### config.mk
export PLATFORM = sky130hd
export DESIGN_NAME = signed_rounded_reciprocal_top
export DESIGN_NICKNAME = d
export VERILOG_FILES = /design/src/hdl/srr_pkg.sv /design/src/hdl/srr_front.sv /design/src/hdl/srr_cell.sv /design/src/hdl/srr_back.sv /design/src/hdl/signed_rounded_reciprocal_top.sv
export SDC_FILE = /design/constraint.sdc
export NUM_CORES = 2
export LEC_CHECK = 0
export BUFFER_PORTS_ARGS = -buffer_cell sky130_fd_sc_hd__clkbuf_2
export CAP_MARGIN = 10
export CORE_ASPECT_RATIO = 1.2
export CORE_MARGIN = 8
export CORE_UTILIZATION = 45
export DETAILED_ROUTE_END_ITERATION = 8
export GPL_TIMING_DRIVEN = 1
export REMOVE_ABC_BUFFERS = 1
export SLEW_MARGIN = 40
export SYNTH_ARGS = -nofsm -noshare
export SYNTH_HDL_FRONTEND = slang
export SYNTH_SLANG_ARGS = --single-unit
### constraint.sdc
create_clock -name clk -period 9.7 [get_ports clk]
set_input_delay 1.94 -clock clk [delete_from_list [all_inputs] [get_ports clk]]
set_output_delay 1.94 -clock clk [all_outputs]
set_load 0.01 [all_outputs]
### src/hdl/srr_pkg.sv
// Shared constants and types for the signed rounded reciprocal block.
package srr_pkg;

  // Default data path width
  localparam int unsigned DATA_WIDTH_DEF = 32;

  // Per-item flags carried alongside the data through the pipeline
  typedef struct packed {
    logic neg;   // input was negative, result gets negated
    logic zero;  // input was zero, result forced to all ones
  } srr_flags_t;

endpackage

### src/hdl/srr_front.sv
// Input stage: registers the magnitude, half magnitude and sign/zero flags.
module srr_front #(
  parameter int unsigned DATA_WIDTH = srr_pkg::DATA_WIDTH_DEF
) (
  input  logic                    clk,
  input  logic                    rst,
  input  logic                    in_valid,
  output logic                    in_ready,
  input  logic [DATA_WIDTH-1:0]   value_in,
  output logic                    out_valid,
  input  logic                    out_ready,
  output logic [DATA_WIDTH-1:0]   mag,
  output logic [DATA_WIDTH-1:0]   half,
  output srr_pkg::srr_flags_t     flags
);

  logic                  sgn;
  logic [DATA_WIDTH-1:0] mag_next;

  // Two's complement magnitude, modulo 2^DATA_WIDTH
  assign sgn      = value_in[DATA_WIDTH-1];
  assign mag_next = sgn ? (~value_in + {{(DATA_WIDTH-1){1'b0}}, 1'b1}) : value_in;

  assign in_ready = !out_valid || out_ready;

  // Valid flag
  always_ff @(posedge clk) begin
    if (rst) begin
      out_valid <= 1'b0;
    end else if (in_ready) begin
      out_valid <= in_valid;
    end
  end

  // Payload; half is an arithmetic shift so the most negative input never rounds
  always_ff @(posedge clk) begin
    if (in_valid && in_ready) begin
      mag        <= mag_next;
      half       <= {mag_next[DATA_WIDTH-1], mag_next[DATA_WIDTH-1:1]};
      flags.neg  <= sgn;
      flags.zero <= (value_in == '0);
    end
  end

endmodule

### src/hdl/srr_cell.sv
// One restoring-division cell: produces one quotient bit of all-ones / mag.
module srr_cell #(
  parameter int unsigned DATA_WIDTH = srr_pkg::DATA_WIDTH_DEF
) (
  input  logic                  clk,
  input  logic                  rst,
  input  logic                  in_valid,
  output logic                  in_ready,
  input  logic [DATA_WIDTH-1:0] mag_in,
  input  logic [DATA_WIDTH-1:0] half_in,
  input  logic [DATA_WIDTH-1:0] rem_in,
  input  logic [DATA_WIDTH-1:0] quo_in,
  input  srr_pkg::srr_flags_t   flags_in,
  output logic                  out_valid,
  input  logic                  out_ready,
  output logic [DATA_WIDTH-1:0] mag,
  output logic [DATA_WIDTH-1:0] half,
  output logic [DATA_WIDTH-1:0] rem,
  output logic [DATA_WIDTH-1:0] quo,
  output srr_pkg::srr_flags_t   flags
);

  logic [DATA_WIDTH:0]   trial;
  logic                  fits;
  logic [DATA_WIDTH:0]   diff;
  logic [DATA_WIDTH-1:0] rem_next;

  // Bring down the next dividend bit (always one) and try the subtraction
  assign trial    = {rem_in, 1'b1};
  assign diff     = trial - {1'b0, mag_in};
  assign fits     = !diff[DATA_WIDTH];
  assign rem_next = fits ? diff[DATA_WIDTH-1:0] : trial[DATA_WIDTH-1:0];

  assign in_ready = !out_valid || out_ready;

  // Valid flag
  always_ff @(posedge clk) begin
    if (rst) begin
      out_valid <= 1'b0;
    end else if (in_ready) begin
      out_valid <= in_valid;
    end
  end

  // Payload hand-on to the next cell
  always_ff @(posedge clk) begin
    if (in_valid && in_ready) begin
      mag   <= mag_in;
      half  <= half_in;
      rem   <= rem_next;
      quo   <= {quo_in[DATA_WIDTH-2:0], fits};
      flags <= flags_in;
    end
  end

endmodule

### src/hdl/srr_back.sv
// Output stage: round-up, sign re-application and the result register.
module srr_back #(
  parameter int unsigned DATA_WIDTH = srr_pkg::DATA_WIDTH_DEF
) (
  input  logic                  clk,
  input  logic                  rst,
  input  logic                  in_valid,
  output logic                  in_ready,
  input  logic [DATA_WIDTH-1:0] half_in,
  input  logic [DATA_WIDTH-1:0] rem_in,
  input  logic [DATA_WIDTH-1:0] quo_in,
  input  srr_pkg::srr_flags_t   flags_in,
  output logic                  out_valid,
  input  logic                  out_ready,
  output logic [DATA_WIDTH-1:0] reciprocal_bits,
  output logic                  zero_divisor
);

  logic                  round_up;
  logic [DATA_WIDTH-1:0] base;
  logic [DATA_WIDTH-1:0] res;

  // q, q+1, -q = ~q+1 and -(q+1) = ~q all from one adder
  assign round_up = (half_in < rem_in);
  assign base     = flags_in.neg ? ~quo_in : quo_in;
  assign res      = base + {{(DATA_WIDTH-1){1'b0}}, (round_up != flags_in.neg)};

  assign in_ready = !out_valid || out_ready;

  // Valid flag
  always_ff @(posedge clk) begin
    if (rst) begin
      out_valid <= 1'b0;
    end else if (in_ready) begin
      out_valid <= in_valid;
    end
  end

  // Result register; zero input forces all ones
  always_ff @(posedge clk) begin
    if (in_valid && in_ready) begin
      reciprocal_bits <= flags_in.zero ? '1 : res;
      zero_divisor    <= flags_in.zero;
    end
  end

endmodule

### src/hdl/signed_rounded_reciprocal_top.sv
// Top level of the signed rounded reciprocal: input stage, divider cells, output stage.
//
//   channel  | handshake            | payload
//   ---------+----------------------+-------------------------------------------
//   input    | in_valid / in_ready  | value_in [DATA_WIDTH-1:0] signed
//   output   | out_valid / out_ready| reciprocal_bits [DATA_WIDTH-1:0], zero_divisor
//
// One item per cycle sustained while out_ready is high. Stages in order: input
// stage, one cell per quotient bit, output stage. Each stage has its own valid
// and ready, so bubbles close up while the output is stalled and the chain keeps
// taking items until it is full. Synchronous reset clears only the valid flags.
module signed_rounded_reciprocal_top #(
  parameter int unsigned DATA_WIDTH = srr_pkg::DATA_WIDTH_DEF
) (
  input  logic                  clk,
  input  logic                  rst,
  input  logic                  in_valid,
  output logic                  in_ready,
  input  logic [DATA_WIDTH-1:0] value_in,
  output logic                  out_valid,
  input  logic                  out_ready,
  output logic [DATA_WIDTH-1:0] reciprocal_bits,
  output logic                  zero_divisor
);

  // Chain links: index 0 is the input stage, index k+1 the output of cell k
  logic                  c_valid [0:DATA_WIDTH];
  logic                  c_ready [0:DATA_WIDTH];
  logic [DATA_WIDTH-1:0] c_mag   [0:DATA_WIDTH];
  logic [DATA_WIDTH-1:0] c_half  [0:DATA_WIDTH];
  logic [DATA_WIDTH-1:0] c_rem   [0:DATA_WIDTH];
  logic [DATA_WIDTH-1:0] c_quo   [0:DATA_WIDTH];
  srr_pkg::srr_flags_t   c_flags [0:DATA_WIDTH];

  // Input stage
  srr_front #(.DATA_WIDTH(DATA_WIDTH)) u_front (
    .clk       (clk),
    .rst       (rst),
    .in_valid  (in_valid),
    .in_ready  (in_ready),
    .value_in  (value_in),
    .out_valid (c_valid[0]),
    .out_ready (c_ready[0]),
    .mag       (c_mag[0]),
    .half      (c_half[0]),
    .flags     (c_flags[0])
  );

  // Partial remainder and quotient start cleared
  assign c_rem[0] = '0;
  assign c_quo[0] = '0;

  // One cell per quotient bit
  for (genvar k = 0; k < DATA_WIDTH; k++) begin : g_cell
    srr_cell #(.DATA_WIDTH(DATA_WIDTH)) u_cell (
      .clk       (clk),
      .rst       (rst),
      .in_valid  (c_valid[k]),
      .in_ready  (c_ready[k]),
      .mag_in    (c_mag[k]),
      .half_in   (c_half[k]),
      .rem_in    (c_rem[k]),
      .quo_in    (c_quo[k]),
      .flags_in  (c_flags[k]),
      .out_valid (c_valid[k+1]),
      .out_ready (c_ready[k+1]),
      .mag       (c_mag[k+1]),
      .half      (c_half[k+1]),
      .rem       (c_rem[k+1]),
      .quo       (c_quo[k+1]),
      .flags     (c_flags[k+1])
    );
  end

  // Output stage
  srr_back #(.DATA_WIDTH(DATA_WIDTH)) u_back (
    .clk             (clk),
    .rst             (rst),
    .in_valid        (c_valid[DATA_WIDTH]),
    .in_ready        (c_ready[DATA_WIDTH]),
    .half_in         (c_half[DATA_WIDTH]),
    .rem_in          (c_rem[DATA_WIDTH]),
    .quo_in          (c_quo[DATA_WIDTH]),
    .flags_in        (c_flags[DATA_WIDTH]),
    .out_valid       (out_valid),
    .out_ready       (out_ready),
    .reciprocal_bits (reciprocal_bits),
    .zero_divisor    (zero_divisor)
  );

  // Zero flag in the input stage matches the registered magnitude
  a_front_zero: assert property (@(posedge clk) disable iff (rst)
    c_valid[0] |-> (c_flags[0].zero == (c_mag[0] == '0)))
    else $error("zero flag disagrees with magnitude");

  // A finished division leaves a remainder below the divisor
  a_rem_range: assert property (@(posedge clk) disable iff (rst)
    (c_valid[DATA_WIDTH] && !c_flags[DATA_WIDTH].zero) |->
      (c_rem[DATA_WIDTH] < c_mag[DATA_WIDTH]))
    else $error("final remainder not below divisor");

  // Zero divisor always comes out as all ones
  a_zero_out: assert property (@(posedge clk) disable iff (rst)
    (out_valid && zero_divisor) |-> (&reciprocal_bits))
    else $error("zero divisor result not all ones");

  // A zero input accepted shows up flagged in the input stage next cycle
  a_zero_in: assert property (@(posedge clk) disable iff (rst)
    (in_valid && in_ready && (value_in == '0)) |=> (c_valid[0] && c_flags[0].zero))
    else $error("zero input not flagged");

endmodule
* Word level (Yosys, flattened, before mapping)
Cells that the tools add are included.
** Cells by class
- $add $sub $neg :: 34
- Order comparisons :: 1
- Eq/ne operators :: 1
- Muxes and demuxes :: 33
- Bitwise gates (word level) :: 2
- Reduce and logical (&&, ||, !) cells :: 135
** Operator list (number)
- 32-bit two-way mux :: 33
- 33-bit by 32-bit subtractor with 33-bit output :: 31
- 1-bit zero test :: 66
- 32-bit inverter :: 2
- 1-bit logical AND :: 34
- 1-bit logical OR :: 34
- 1-bit by 32-bit subtractor with 33-bit output (first input constant) :: 1
- 32-bit by 1-bit adder with 32-bit output :: 1
- 32-bit by 1-bit adder with 32-bit output (second input constant) :: 1
- 32-bit zero test :: 1
- 32-bit < comparator :: 1
- 1-bit != test :: 1
** Word-level totals
- Register bits :: 3732
- Bits of input ports :: 36
- Output and inout port bits :: 35
- Logic and storage cells :: 468

* Logic depth before layout (Yosys ltp)
- Depth in word-level cells :: 36
- Mapped depth :: 23
- Depth with buffers taken out :: 23

* Modules after synthesis
Synthesis repeated with hierarchy kept, for this count alone.
** Second synthesis, totals
- Cell total of the unflattened synthesis :: 15272
- Area, all modules :: 208123.4 um^2
** By module, submodules not included
- srr_cell at g_cell[22].u_cell ... :: times used 13, cells an instance 466, area an instance 6387.4 um^2, sequential area each 3923.8 um^2
- srr_cell at g_cell[12].u_cell ... :: times used 11, cells an instance 453, area an instance 6283.5 um^2, sequential area each 3923.8 um^2
- srr_cell at g_cell[29].u_cell ... :: times used 5, cells an instance 461, area an instance 6354.8 um^2, sequential area each 3923.8 um^2
- srr_cell at g_cell[10].u_cell ... :: times used 2, cells an instance 460, area an instance 6269.8 um^2, sequential area each 3923.8 um^2
- srr_cell at g_cell[0].u_cell :: times used 1, cells an instance 442, area an instance 6281.0 um^2, sequential area each 3923.8 um^2
- srr_back :: times used 1, cells an instance 401, area an instance 3397.0 um^2, sequential area each 1011.0 um^2
- srr_front :: times used 1, cells an instance 162, area an instance 1973.1 um^2, sequential area each 1041.0 um^2
- signed_rounded_reciprocal_top :: times used 1, cells an instance 1, area an instance 3.8 um^2, sequential area each 0.0 um^2

* Worst setup path before layout
OpenSTA, ideal clock, no wires.
- Path type :: input to register
- Start :: input out_ready
- End :: register g_cell[22].u_cell.flags[0] (netlist name) (enable)
- Arrival time :: 9.341 ns
- Slack :: -0.314 ns
- Stages on the path :: 7
- Path buffers :: 0
- Cells stage by stage :: nor2b_1 and3_1 and3_1 and2_0 nand2_1 nor2_1 a21boi_0
** On the way
- Longest elaborated chain between the ends :: 12
** Ends and longest elaborated chain
- from (decl) :: line signed_rounded_reciprocal_top.sv:21 : input logic out_ready,
- 1-bit logical OR :: line srr_back.sv:28 : assign in_ready = !out_valid || out_ready;
- 1-bit logical OR (10 in series) :: line srr_cell.sv:34 : assign in_ready = !out_valid || out_ready;
- 1-bit logical AND :: line srr_cell.sv:47 : if (in_valid && in_ready) begin
- to (signal assigned) :: line srr_cell.sv:52 : flags <= flags_in;
- to (decl) :: line srr_cell.sv:20 : output srr_pkg::srr_flags_t flags
No other way between the ends.
A chain may end at the register's enable or synchronous reset.

* Worst setup path after layout
- Start :: input out_ready
- End :: output in_ready
** On the way
- Longest elaborated chain between the ends :: 34
** Ends and longest elaborated chain
- 1-bit logical OR :: line srr_back.sv:28
- 1-bit logical OR (32 in series) :: line srr_cell.sv:34
- 1-bit logical OR :: line srr_front.sv:24 : assign in_ready = !out_valid || out_ready;
- to (decl) :: line signed_rounded_reciprocal_top.sv:18 : output logic in_ready,
No other way between the ends.

==> flow_metrics.tcl <==
set metrics [dict create \
    firstDrtPassIters 8 \
    clk_path_buf_depth 4 \
    core_area_um2 324000 \
    synth_cell_type_count 102 \
    routabilityCongestion 0.881 \
    path_cells "clkbuf_2, nor2b_1, and3_1, and3_1, and2_0, nand3_1, nor4_2, nand4_1, clkbuf_2" \
    synthesis.instances 11631 \
    multi_input_area_um2 59600 \
    fin_skew_ps 83.8 \
    placed_cells 15936 \
    cts_tree "done" \
    final_util_pct 50.1 \
    rsz0062_at_grt "false" \
    grt-ovfl-total 0 \
    period_needed_ps 7220 \
    final_area_um2 162000 \
    endpoint_kind "output port" \
    routed_via_density 5.42 \
    antenna_found_initial 2 \
    drc_errors 0 \
    synth_flop_cell "edfxtp_1" \
    h-tree-depth 5 \
    fp.dieW_um 537 \
    start_kind "primary input" \
    setup.worst_path.class "primary input to output port" \
    hold_buffers 0 \
    hold_class "register to register" \
    wl_um 295000 \
    post_cts_resized 0 \
    numCtsBuffers 298 \
    grt_max_degree 88 \
    initial_core_util_pct 45.2 \
    post_cts_buffers 0 \
    clock_sinks 2740 \
    grt_pass1_wl_um 470000 \
    first_iter_violations 3702 \
    fin_crit_sh_pct 74.4 \
    syn_area_um2 146000 \
    wire_per_inst_um 17.9 \
    synth_edf_count 2706 \
    fin_setup_tns_ps 0 \
    area_growth_pct 10.9 \
    ir_drop_v 0.000155 \
    ys_warn_count 0 \
    relSlewSlack_pct 39.6 \
    finalHoldViolCount 0 \
    slew_violations 0 \
    required_ps 7760 \
    final_cell_mix "edfxtp_1, inv_1, ha_1" \
    drv_cap 0 \
    fin_nets 13030 \
    seq_area_frac_synth_pct 56.0 \
    grt_pass1_vias 95416 \
    async_flop_share_pct 0 \
    track_usage_pct 16.7 \
    rows 229 \
    syn_area_per_cell_um2 12.6 \
    dp_hpwl_um 231000 \
    crit_arrival_ps 5280 \
    slowest_delay_ps 810 \
    vias 89313 \
    die-area_um2 344000 \
    p_leak_nw 63.1 \
    seq_area_um2 81900 \
    outcome "finished, final reports clean" \
    clk_pin_slew_ps 60 \
    worst_slack_ps 2480 \
    fmax_ghz 0.139 \
    ios 71 \
    instances_no_fill 16479 \
    crit_slowest_cell "nor4_2" \
    drive_above_1_share_pct 13.2 \
    setup-violations-final 0 \
    place_ws_ps 2300 \
    die_y_um 641 \
    detail-route-antenna-nets 0 \
    ys_ff_latch 2740 \
    place_area_um2 153000 \
    port-buffer-count 70 \
    cts-root-buf "clkbuf_16" \
    critPathMaxFanout 5 \
    worstMarginPinSlew_ps 906 \
    fillCellCount 27351 \
    powerDensity_nw_per_um2 151 \
    layout_commonest_cell "edfxtp_1" \
    worstSkewPairLatency_ps 920 \
]
## cell families after synthesis
group / after synthesis / synth area share [%]
XOR/XNOR: 850 / 5.17
buffers and inverters: 1374 / 3.74
AND/OR/NAND/NOR: 2051 / 6.94
adder cells (fa/ha/maj): 1027 / 8.94
other: 1 / 0.00256
flip-flops: 2740 / 56.0
multiplexers: 973 / 7.60
AO/OA/AOI/OAI: 2615 / 11.6
## layer usage
metal  part of all wire [%]  global-route usage [%]  wire [um]  vias up
li1                       -                       -          -    43706
met1                     31                    13.1      90600    43052
met2                     60                    36.6     176000     1567
met3                    2.7                    2.19       8000      986
met4                    6.9                    10.4      20500        2
met5                 0.0041                       0         12        -
## power breakdown
part           internal [mW]  switching (mW)  leakage, nW
clock network           6.36            4.71         4.65
registers               12.9          0.0422         24.6
logic                  0.232           0.273         33.8
## worst paths after layout
check	startpoint	to	slack [ps]	depth (start not counted)
setup reg to reg	g_cell[31].u_cell.half[1]	u_back.reciprocal_bits[30]	4000	21
setup / recovery	out_ready	in_ready	2480	9
hold / removal	g_cell[15].u_cell.quo[2]	g_cell[16].u_cell.quo[3]	380	0
hold reg to reg	g_cell[15].u_cell.quo[2]	g_cell[16].u_cell.quo[3]	380	0
## state kept, by name, indices dropped and copies added, names as in the netlist
register	count
u_back.out_valid	1
u_front.flags	2
u_back.zero_divisor	1
g_cell.u_cell.out_valid	32
g_cell.u_cell.half	992
u_back.reciprocal_bits	32
u_front.mag	1
g_cell.u_cell.rem	1024
u_front.half	31
u_front.out_valid	1
g_cell.u_cell.flags	64
g_cell.u_cell.mag	31
g_cell.u_cell.quo	528
## final cells by class
cell class | count | share of cell area [%]
clock buffers | 360 | 4.82
flip-flops and latches | 2740 | 50.5
multi-input cells | 7531 | 36.8
diodes | 1 | 0.00154
well taps | 4273 | 3.30
inverters | 1234 | 2.86
clock inverters | 178 | 1.03
repair buffers | 162 | 0.736
## Yosys cell counts, types with 60 or more instances
master | n | area, um^2
nand3_1 | 126 | 631
nand2_1 | 406 | 1520
or3_1 | 97 | 607
mux2i_1 | 92 | 921
inv_1 | 1234 | 4630
o21ai_0 | 425 | 2130
mux2_2 | 774 | 8720
edfxtp_1 | 2706 | 81300
nor2_1 | 600 | 2250
and3_1 | 68 | 425
a21oi_1 | 817 | 4090
o211ai_1 | 60 | 450
mux2_4 | 74 | 1110
o21bai_1 | 60 | 450
a21o_1 | 446 | 3350
o21a_1 | 202 | 1520
nor2b_1 | 174 | 1090
a31oi_1 | 82 | 513
nand2b_1 | 184 | 1150
ha_1 | 996 | 12500
xnor2_1 | 593 | 5190
xor2_1 | 241 | 2110
nor3_1 | 153 | 766
## per-stage QoR
step | total power, mW | hold WS, ps
final | 24.5 | 377
after CTS | 24.9 | 370
after floorplan | 13.6 | 400
after global placement | 13.7 | 402
after global routing | 25.3 | 379
after detailed placement | 13.7 | 405
## critical path: cells and delay by family
kind                   cells  cell delay [ps]
AND/OR/NAND/NOR            7             3010
buffers and inverters      2              310
No activity file was read; power rests on OpenSTA's default activity.
